## src/design/mdl_pkg.sv

```systemverilog
// shared types and constants for the midpoint displacement line block
package mdl_pkg;

   localparam int COORD_W = 16;
   localparam int LVL_W   = 3;
   localparam int DEN_W   = 15;
   localparam int PROD_W  = 24;
   localparam int MAG_W   = 23;

   localparam logic CMD_LOAD = 1'b0;
   localparam logic CMD_DRAW = 1'b1;

   localparam logic KIND_MOVE = 1'b0;
   localparam logic KIND_LINE = 1'b1;

   typedef struct packed {
      logic signed [COORD_W-1:0] x1;
      logic signed [COORD_W-1:0] y1;
      logic signed [COORD_W-1:0] x2;
      logic signed [COORD_W-1:0] y2;
      logic [LVL_W-1:0]          lvl;
   } seg_type;

   typedef struct packed {
      logic             start;
      logic             neg;
      logic [MAG_W-1:0] mag;
      logic [DEN_W-1:0] den;
   } div_req_type;

   typedef struct packed {
      logic                      done;
      logic signed [COORD_W-1:0] quo;
   } div_rsp_type;

endpackage

```

## src/design/midpoint_displacement_line_top.sv

```systemverilog
// top level of the midpoint displacement fractal line generator
//
//   channel  dir  ports                                       role
//   req_*    in   command, endpoints, divisor, depth, step,   load or draw transaction
//                 table_index, table_value
//   rsp_*    out  point_kind, point_x, point_y, last           one point or load ack
//
// a load takes one transaction in and one ack out
// a draw runs two passes of the shared divider per node, up to 31 nodes at depth 5
// synchronous active-high reset clears control state and the table valid bits
// req_stall is high from acceptance until the last point sits in the output register
// rsp_stall holds the engine only when a new point is ready and the register is full
module midpoint_displacement_line_top #(
   parameter int TABLE_DEPTH = 256,
   parameter int MAX_DEPTH   = 5
) (
   input  logic        clock,
   input  logic        reset,
   input  logic        req_valid,
   output logic        req_stall,
   input  logic        req_command,
   input  logic signed [15:0] req_start_x,
   input  logic signed [15:0] req_start_y,
   input  logic signed [15:0] req_end_x,
   input  logic signed [15:0] req_end_y,
   input  logic [14:0] req_divisor,
   input  logic [2:0]  req_depth,
   input  logic [15:0] req_jitter_step,
   input  logic [$clog2(TABLE_DEPTH)-1:0] req_table_index,
   input  logic signed [7:0] req_table_value,
   output logic        rsp_valid,
   input  logic        rsp_stall,
   output logic        rsp_point_kind,
   output logic signed [15:0] rsp_point_x,
   output logic signed [15:0] rsp_point_y,
   output logic        rsp_last
);
   import mdl_pkg::*;

   localparam int TBL_AW = $clog2(TABLE_DEPTH);
   localparam int STK_D  = MAX_DEPTH;
   localparam int STK_AW = (STK_D > 1) ? $clog2(STK_D) : 1;
   localparam int SP_W   = $clog2(STK_D + 1);

   // sequencer states, one-hot
   typedef enum logic [13:0] {
      ST_IDLE  = 14'b00000000000001,
      ST_ACK   = 14'b00000000000010,
      ST_MOVE  = 14'b00000000000100,
      ST_READ  = 14'b00000000001000,
      ST_JIT   = 14'b00000000010000,
      ST_MULA  = 14'b00000000100000,
      ST_STA   = 14'b00000001000000,
      ST_WAITA = 14'b00000010000000,
      ST_MULB  = 14'b00000100000000,
      ST_STB   = 14'b00001000000000,
      ST_WAITB = 14'b00010000000000,
      ST_MID   = 14'b00100000000000,
      ST_EMID  = 14'b01000000000000,
      ST_EEND  = 14'b10000000000000
   } state_type;

   state_type state_ff, state_in;

   // jitter table, valid bits give the all-zero reset
   logic signed [7:0]      table_mem [TABLE_DEPTH];
   logic [TABLE_DEPTH-1:0] tvld_ff;
   logic signed [7:0]      trd_ff;
   logic                   trd_vld_ff;

   logic [15:0]         pos_ff, pos_in;
   logic [15:0]         step_ff, step_in;
   logic [DEN_W-1:0]    den_ff, den_in;
   seg_type             cur_ff, cur_in;
   seg_type             stack_ff [STK_D];
   logic [SP_W-1:0]     sp_ff, sp_in;
   logic [SP_W-1:0]     sp_dec;
   logic                push;

   logic signed [7:0]         jit_ff, jit_in;
   logic signed [COORD_W-1:0] dx_ff, dx_in, dy_ff, dy_in;
   logic signed [PROD_W-1:0]  prod_ff, prod_in;
   logic signed [PROD_W-1:0]  prod_neg;
   logic signed [COORD_W-1:0] qa_ff, qa_in, qb_ff, qb_in;
   logic signed [COORD_W-1:0] mx, my;

   div_req_type div_req;
   div_rsp_type div_rsp;

   // output register
   logic                      rsp_valid_ff, rsp_valid_in;
   logic                      kind_ff, kind_in, last_ff, last_in;
   logic signed [COORD_W-1:0] px_ff, px_in, py_ff, py_in;
   logic                      out_free, emit;

   logic req_take;
   logic [LVL_W-1:0] lvl_sat;

   mdl_div u_div (
      .clock (clock),
      .reset (reset),
      .req   (div_req),
      .rsp   (div_rsp)
   );

   assign req_stall = (state_ff != ST_IDLE);
   assign req_take  = req_valid && !req_stall;
   assign out_free  = !rsp_valid_ff || !rsp_stall;
   assign sp_dec    = sp_ff - 1'b1;

   assign lvl_sat = (req_depth > LVL_W'(MAX_DEPTH)) ? LVL_W'(MAX_DEPTH) : req_depth;

   // midpoint with perpendicular displacement, wraps to 16 bits
   assign mx = cur_ff.x1 + (dx_ff >>> 1) + qa_ff;
   assign my = cur_ff.y1 + (dy_ff >>> 1) - qb_ff;

   assign prod_neg = -prod_ff;

   always_comb begin
      div_req.start = (state_ff == ST_STA) || (state_ff == ST_STB);
      div_req.neg   = prod_ff[PROD_W-1];
      div_req.mag   = prod_ff[PROD_W-1] ? prod_neg[MAG_W-1:0] : prod_ff[MAG_W-1:0];
      div_req.den   = den_ff;
   end

   always_comb begin
      state_in = state_ff;
      pos_in   = pos_ff;
      step_in  = step_ff;
      den_in   = den_ff;
      cur_in   = cur_ff;
      sp_in    = sp_ff;
      push     = 1'b0;
      jit_in   = jit_ff;
      dx_in    = dx_ff;
      dy_in    = dy_ff;
      prod_in  = prod_ff;
      qa_in    = qa_ff;
      qb_in    = qb_ff;
      emit     = 1'b0;
      kind_in  = kind_ff;
      px_in    = px_ff;
      py_in    = py_ff;
      last_in  = last_ff;

      case (state_ff)
         ST_IDLE: begin
            if (req_take) begin
               if (req_command == CMD_LOAD) begin
                  state_in = ST_ACK;
               end else begin
                  cur_in.x1 = req_start_x;
                  cur_in.y1 = req_start_y;
                  cur_in.x2 = req_end_x;
                  cur_in.y2 = req_end_y;
                  cur_in.lvl = lvl_sat;
                  den_in   = (req_divisor == '0) ? DEN_W'(1) : req_divisor;
                  step_in  = req_jitter_step;
                  sp_in    = '0;
                  state_in = ST_MOVE;
               end
            end
         end
         ST_ACK: begin
            if (out_free) begin
               emit     = 1'b1;
               kind_in  = KIND_MOVE;
               px_in    = '0;
               py_in    = '0;
               last_in  = 1'b1;
               state_in = ST_IDLE;
            end
         end
         ST_MOVE: begin
            if (out_free) begin
               emit     = 1'b1;
               kind_in  = KIND_MOVE;
               px_in    = cur_ff.x1;
               py_in    = cur_ff.y1;
               last_in  = 1'b0;
               state_in = ST_READ;
            end
         end
         ST_READ: begin
            // table read issued at the low TBL_AW bits of the running position
            pos_in   = pos_ff + step_ff;
            state_in = ST_JIT;
         end
         ST_JIT: begin
            jit_in   = trd_vld_ff ? trd_ff : 8'sd0;
            dx_in    = cur_ff.x2 - cur_ff.x1;
            dy_in    = cur_ff.y2 - cur_ff.y1;
            state_in = ST_MULA;
         end
         ST_MULA: begin
            prod_in  = PROD_W'(dy_ff) * PROD_W'(jit_ff);
            state_in = ST_STA;
         end
         ST_STA: begin
            state_in = ST_WAITA;
         end
         ST_WAITA: begin
            if (div_rsp.done) begin
               qa_in    = div_rsp.quo;
               state_in = ST_MULB;
            end
         end
         ST_MULB: begin
            prod_in  = PROD_W'(dx_ff) * PROD_W'(jit_ff);
            state_in = ST_STB;
         end
         ST_STB: begin
            state_in = ST_WAITB;
         end
         ST_WAITB: begin
            if (div_rsp.done) begin
               qb_in    = div_rsp.quo;
               state_in = ST_MID;
            end
         end
         ST_MID: begin
            if (cur_ff.lvl >= LVL_W'(2)) begin
               // right half waits on the stack, left half goes on
               push       = 1'b1;
               sp_in      = sp_ff + 1'b1;
               cur_in.x2  = mx;
               cur_in.y2  = my;
               cur_in.lvl = cur_ff.lvl - 1'b1;
               state_in   = ST_READ;
            end else begin
               // leaf keeps its midpoint in the start slot
               cur_in.x1 = mx;
               cur_in.y1 = my;
               state_in  = ST_EMID;
            end
         end
         ST_EMID: begin
            if (out_free) begin
               emit     = 1'b1;
               kind_in  = KIND_LINE;
               px_in    = cur_ff.x1;
               py_in    = cur_ff.y1;
               last_in  = 1'b0;
               state_in = ST_EEND;
            end
         end
         ST_EEND: begin
            if (out_free) begin
               emit    = 1'b1;
               kind_in = KIND_LINE;
               px_in   = cur_ff.x2;
               py_in   = cur_ff.y2;
               last_in = (sp_ff == '0);
               if (sp_ff == '0) begin
                  state_in = ST_IDLE;
               end else begin
                  cur_in   = stack_ff[sp_dec[STK_AW-1:0]];
                  sp_in    = sp_dec;
                  state_in = ST_READ;
               end
            end
         end
         default: begin
            state_in = ST_IDLE;
         end
      endcase

      rsp_valid_in = emit || (rsp_valid_ff && rsp_stall);
   end

   always_ff @(posedge clock) begin
      if (reset) begin
         state_ff     <= ST_IDLE;
         pos_ff       <= '0;
         sp_ff        <= '0;
         rsp_valid_ff <= 1'b0;
      end else begin
         state_ff     <= state_in;
         pos_ff       <= pos_in;
         sp_ff        <= sp_in;
         rsp_valid_ff <= rsp_valid_in;
      end
      step_ff <= step_in;
      den_ff  <= den_in;
      cur_ff  <= cur_in;
      jit_ff  <= jit_in;
      dx_ff   <= dx_in;
      dy_ff   <= dy_in;
      prod_ff <= prod_in;
      qa_ff   <= qa_in;
      qb_ff   <= qb_in;
      kind_ff <= kind_in;
      px_ff   <= px_in;
      py_ff   <= py_in;
      last_ff <= last_in;
   end

   // segment stack, right halves pending
   always_ff @(posedge clock) begin
      if (push) begin
         stack_ff[sp_ff[STK_AW-1:0]] <= '{x1: mx, y1: my, x2: cur_ff.x2, y2: cur_ff.y2,
                                          lvl: cur_ff.lvl - 1'b1};
      end
   end

   // jitter table memory, written by load transactions
   always_ff @(posedge clock) begin
      if (req_take && (req_command == CMD_LOAD)) begin
         table_mem[req_table_index] <= req_table_value;
      end
      trd_ff <= table_mem[pos_ff[TBL_AW-1:0]];
   end

   always_ff @(posedge clock) begin
      if (reset) begin
         tvld_ff    <= '0;
         trd_vld_ff <= 1'b0;
      end else begin
         if (req_take && (req_command == CMD_LOAD)) begin
            tvld_ff[req_table_index] <= 1'b1;
         end
         trd_vld_ff <= tvld_ff[pos_ff[TBL_AW-1:0]];
      end
   end

   assign rsp_valid      = rsp_valid_ff;
   assign rsp_point_kind = kind_ff;
   assign rsp_point_x    = px_ff;
   assign rsp_point_y    = py_ff;
   assign rsp_last       = last_ff;

   // divider only answers while the sequencer waits for it
   a_div_done_waiting: assert property (@(posedge clock) disable iff (reset)
      div_rsp.done |-> (state_ff == ST_WAITA) || (state_ff == ST_WAITB))
      else $error("divider result arrived outside a wait state");

   // a split never overruns the segment stack
   a_stack_room: assert property (@(posedge clock) disable iff (reset)
      (state_ff == ST_MID) && (cur_ff.lvl >= LVL_W'(2)) |-> (sp_ff < SP_W'(STK_D)))
      else $error("segment stack overflow");

   // the final endpoint of a draw returns the sequencer to idle
   a_end_idle: assert property (@(posedge clock) disable iff (reset)
      (state_ff == ST_EEND) && out_free && (sp_ff == '0) |=> (state_ff == ST_IDLE) && rsp_last)
      else $error("draw did not close after its final point");

endmodule

```

## src/design/mdl_div.sv

```systemverilog
// restoring divider, one quotient bit per cycle, signed result wrapped to 16 bits
module mdl_div (
   input  logic                clock,
   input  logic                reset,
   input  mdl_pkg::div_req_type req,
   output mdl_pkg::div_rsp_type rsp
);
   import mdl_pkg::*;

   localparam int CNT_W = $clog2(MAG_W);

   logic             busy_ff, busy_in;
   logic             done_ff, done_in;
   logic [CNT_W-1:0] cnt_ff, cnt_in;
   logic [DEN_W-1:0] rem_ff, rem_in;
   logic [MAG_W-1:0] quo_ff, quo_in;
   logic [DEN_W-1:0] den_ff, den_in;
   logic             neg_ff, neg_in;

   logic [DEN_W:0] trial;
   logic [DEN_W:0] diff;
   logic           ge;

   always_comb begin
      trial = {rem_ff, quo_ff[MAG_W-1]};
      diff  = trial - {1'b0, den_ff};
      ge    = trial >= {1'b0, den_ff};

      busy_in = busy_ff;
      done_in = 1'b0;
      cnt_in  = cnt_ff;
      rem_in  = rem_ff;
      quo_in  = quo_ff;
      den_in  = den_ff;
      neg_in  = neg_ff;

      if (req.start) begin
         busy_in = 1'b1;
         cnt_in  = '0;
         rem_in  = '0;
         quo_in  = req.mag;
         den_in  = req.den;
         neg_in  = req.neg;
      end else if (busy_ff) begin
         rem_in = ge ? diff[DEN_W-1:0] : trial[DEN_W-1:0];
         quo_in = {quo_ff[MAG_W-2:0], ge};
         cnt_in = cnt_ff + 1'b1;
         if (cnt_ff == CNT_W'(MAG_W - 1)) begin
            busy_in = 1'b0;
            done_in = 1'b1;
         end
      end
   end

   always_ff @(posedge clock) begin
      if (reset) begin
         busy_ff <= 1'b0;
         done_ff <= 1'b0;
      end else begin
         busy_ff <= busy_in;
         done_ff <= done_in;
      end
      cnt_ff <= cnt_in;
      rem_ff <= rem_in;
      quo_ff <= quo_in;
      den_ff <= den_in;
      neg_ff <= neg_in;
   end

   always_comb begin
      rsp.done = done_ff;
      rsp.quo  = neg_ff ? -$signed(quo_ff[COORD_W-1:0]) : $signed(quo_ff[COORD_W-1:0]);
   end

endmodule
```

## config.mk

```make
export PLATFORM = sky130hd
export DESIGN_NAME = midpoint_displacement_line_top
export DESIGN_NICKNAME = d
export VERILOG_FILES = /design/src/design/mdl_pkg.sv /design/src/design/midpoint_displacement_line_top.sv /design/src/design/mdl_div.sv
export SDC_FILE = /design/constraint.sdc
export NUM_CORES = 2
export LEC_CHECK = 0
export BUFFER_PORTS_ARGS = -buffer_cell sky130_fd_sc_hd__buf_2
export CAP_MARGIN = 20
export CORE_ASPECT_RATIO = 0.8
export CORE_MARGIN = 10
export CORE_UTILIZATION = 60
export DETAILED_ROUTE_END_ITERATION = 8
export PLACE_DENSITY_LB_ADDON = 0.05
export SLEW_MARGIN = 5
export SYNTH_ARGS = -nofsm -noshare
export SYNTH_HDL_FRONTEND = slang
export SYNTH_HIERARCHICAL = 1
export SYNTH_SLANG_ARGS = --single-unit
```

## constraint.sdc

```tcl
create_clock -name clock -period 10.9 [get_ports clock]
set_clock_uncertainty 0.15 [all_clocks]
set_input_delay 0.545 -clock clock [delete_from_list [all_inputs] [get_ports clock]]
set_output_delay 0.545 -clock clock [all_outputs]
set_load 0.03 [all_outputs]
```

==> impl_metrics.csv <==
group,metric,value,unit
status,status,"completed",
pwr,p_leak,46.7,nW
setup_path,crit_top_cell,"fa_1",
drt,vias,68500,
timing,grt_setup_unrepaired,"no",
setup_path,worstSetupPathType,"register to register",
drt,drtIter0Drc,8012,
setup_path,r2r_slack,4410,ps
drt,antenna_left,0,
floorplan,die_width,536,um
finish,syn_to_final_growth,11.3,%
floorplan,ios,155,
finish,nets,8299,
setup_path,cp.arrival,6960,ps
timing,setup_viol,0,
timing,hold_slack,105,ps
finish,most-common-layout-cells,"edfxtp_1, mux4_2, nor2_1",
min_path,hold_depth,1,
finish,final_common_cell,"edfxtp_1",
synth,syn-cell-area,0.128,mm^2
setup_path,r2r_end,"prod_ff[23]",
global_route,grt_overflow,0,
synth,ys_ff_latch,2955,
drt,first_pass_iters,6,
global_route,grt_pass1_vias,67900,
place,detailed_place_hpwl,189000,um
floorplan,start_util,0.603,
global_route,grt_use_total,0.264,
drt,wl_per_cell,28.3,um
global_route,grt_max_degree,124,
cts,cts_buffer_depth,4,
timing,finalCritPeriodShare,0.596,
floorplan,dieArea,0.232,mm^2
setup_path,start_kind,"register",
cts,root_buffer,"clkbuf_16",
floorplan,coreArea,0.212,mm^2
synth,synthDistinctLibCells,83,
cts,clk_latency,950,ps
synth,synth-main-ff-cell,"edfxtp_1",
cts,path_clk_slew,60,ps
cts,cts_tree,"done",
floorplan,die_h,433,um
place,routabilityCongestion,0.848,
cts,cts_sinks,2955,
synth,ys_seq_area_frac,0.670,
timing,slew_violations,0,
setup_path,worstPathMaxFanout,16,
place,post-place-ws,4390,ps
finish,drive_gt1_frac,0.197,
cts,cts_buffers,298,
pwr,fin_total_pwr,22.9,mW
drt,post-route-drc-count,0,
setup_path,cp_slowest_cell,"inv_1",
place,portBuffers,146,
finish,fillCellCount,14200,
drt,avgViaCountPerCell,6.35,
timing,relSlewSlack,0.215,
global_route,antenna_found_initial,14,
synth,yosysWarnings,6,
pwr,power_density,161,mW/mm^2
timing,hold_viol,0,
pwr,ir_drop,0.000177,V
flow_run,drv_cap,0,
synth,synthArstFlopShare,0,
min_path,min_path_type,"primary input to register",
drt,wl,306000,um
synth,syn_nets,8020,
timing,timing.fmax,154,MHz
cts,cts_setup_buffers,0,
timing,tightest_slew,1170,ps
timing,period_needed,6490,ps
cts,h-tree-depth,5,
synth,syn_area_per_cell,17.1,um^2
timing,fin_ws,4410,ps
setup_path,endpoint_kind,"register",
synth,synthCells,7479,
setup_path,max_stage_delay,570,ps
setup_path,cp.required,11360,ps
global_route,grt_pass1_wl,455000,um
synth,synth_edf_count,2642,
min_path,hold_end,"table_mem[54][2]",
min_path,holdCritStartpoint,"req_table_value[2]",
finish,final_area,0.142,mm^2
floorplan,row_count,151,
setup_path,rr_startpoint,"jit_ff[7]",
setup_path,r2r_cells,18,
setup_path,cp_cell_sequence,"inv_1, buf_4, nor2_1, fa_1, fa_1, fa_1, inv_1, fa_1, inv_1, ha_1, nand4_1, nor2_1, a211o_1, o41ai_1, o21ai_0, a311oi_1, xnor2_1, o21ai_0",
timing,finalSetupTns,0,ps
place,placedInstanceArea,0.132,mm^2
layout make-up:
class	count	area [um^2]	area share
well taps	2830	3540	0.0249
flip-flops and latches	2955	85600	0.602
repair buffers	374	3000	0.0211
inverters	398	1490	0.0105
clock inverters	139	1220	0.00860
multi-input cells	3731	39300	0.277
diodes	8	20.0	0.000141
clock buffers	361	7950	0.0559
kinds of logic after synthesis:
group,Yosys count,synth area share
XOR/XNOR,153,0.0105
AND/OR/NAND/NOR,1395,0.0504
multiplexers,940,0.150
AO/OA/AOI/OAI,821,0.0403
flip-flops,2955,0.670
buffers and inverters,793,0.0237
adder cells (fa/ha/maj),422,0.0555
state kept, by name, summed over array words and instances (netlist names), 16 cells and up:
name          flops
tvld_ff         256
stack_ff        335
prod_ff          24
cur_ff           67
qa_ff            16
u_div/quo_ff     23
dx_ff            16
qb_ff            16
rsp_point_y      16
rsp_point_x      16
dy_ff            16
table_mem      2048
timing repair:
action,4_1_cts,5_1_grt
resized for setup,0,0
hold buffers,96,0
hold endpoints to repair,224,0
where the power goes:
part / switching, mW / internal (mW)
Sequential: 0.0401 / 12.4
Combinational: 0.469 / 0.205
Clock: 4.14 / 5.66
Total: 4.65 / 18.2
stage by stage:
stage                util  instances
finish              0.671      10800
floorplan               -       7479
detailed placement  0.622      10200
global placement    0.622      10200
global route        0.671      10800
CTS                 0.670      10800
cell usage after synthesis (all sizes together) (12+ instances only):
cell	count	area, um^2
edfxtp	2642	79300
mux4	771	17400
nor2	706	2670
inv	398	1490
a21oi	369	1850
dfxtp	313	6270
clkbuf	280	1050
fa	241	4820
nand2	237	890
and2	193	1210
ha	181	2260
mux2i	121	1210
buf	115	480
xnor2	115	1010
o21ai	107	536
a22oi	55	413
nor3	54	297
mux2	48	541
nand3	42	210
o211ai	42	315
xor2	38	333
a22o	37	324
a21o	33	248
nor2b	30	188
nand2b	28	175
o21a	22	165
a211oi	16	120
nor4	16	106
o31ai	16	125
nor3b	15	118
and3	12	75.1
routing by layer:
metal	routed length, um	vias to the layer above	track usage
li1	-	29400	-
met1	129000	35800	0.397
met2	143000	2913	0.404
met3	25300	457	0.0487
met4	8300	0	0.0695
met5	0	-	0
how the worst max path moves through the flow:
stage	end	cells past startpoint	startpoint	slack, ps
2_1_floorplan	stack_ff[4][0]	7	state_ff[7]	1440
3_3_place_gp	prod_ff[23]	18	jit_ff[7]	4510
3_5_place_dp	prod_ff[23]	18	jit_ff[7]	4390
4_1_cts	prod_ff[23]	18	jit_ff[7]	4320
5_1_grt	prod_ff[23]	18	jit_ff[7]	4050
6_report	prod_ff[23]	18	jit_ff[7]	4410
critical path, delay by kind of cell, from the launching register on:
family          cells  cell delay, ps
compound gates      5            1690
buf+inv             4            1030
flops               1             530
xor+xnor            1             160
fa+ha+maj           5            2280
simple gates        3             330
Power figures use the tool's default switching activity.
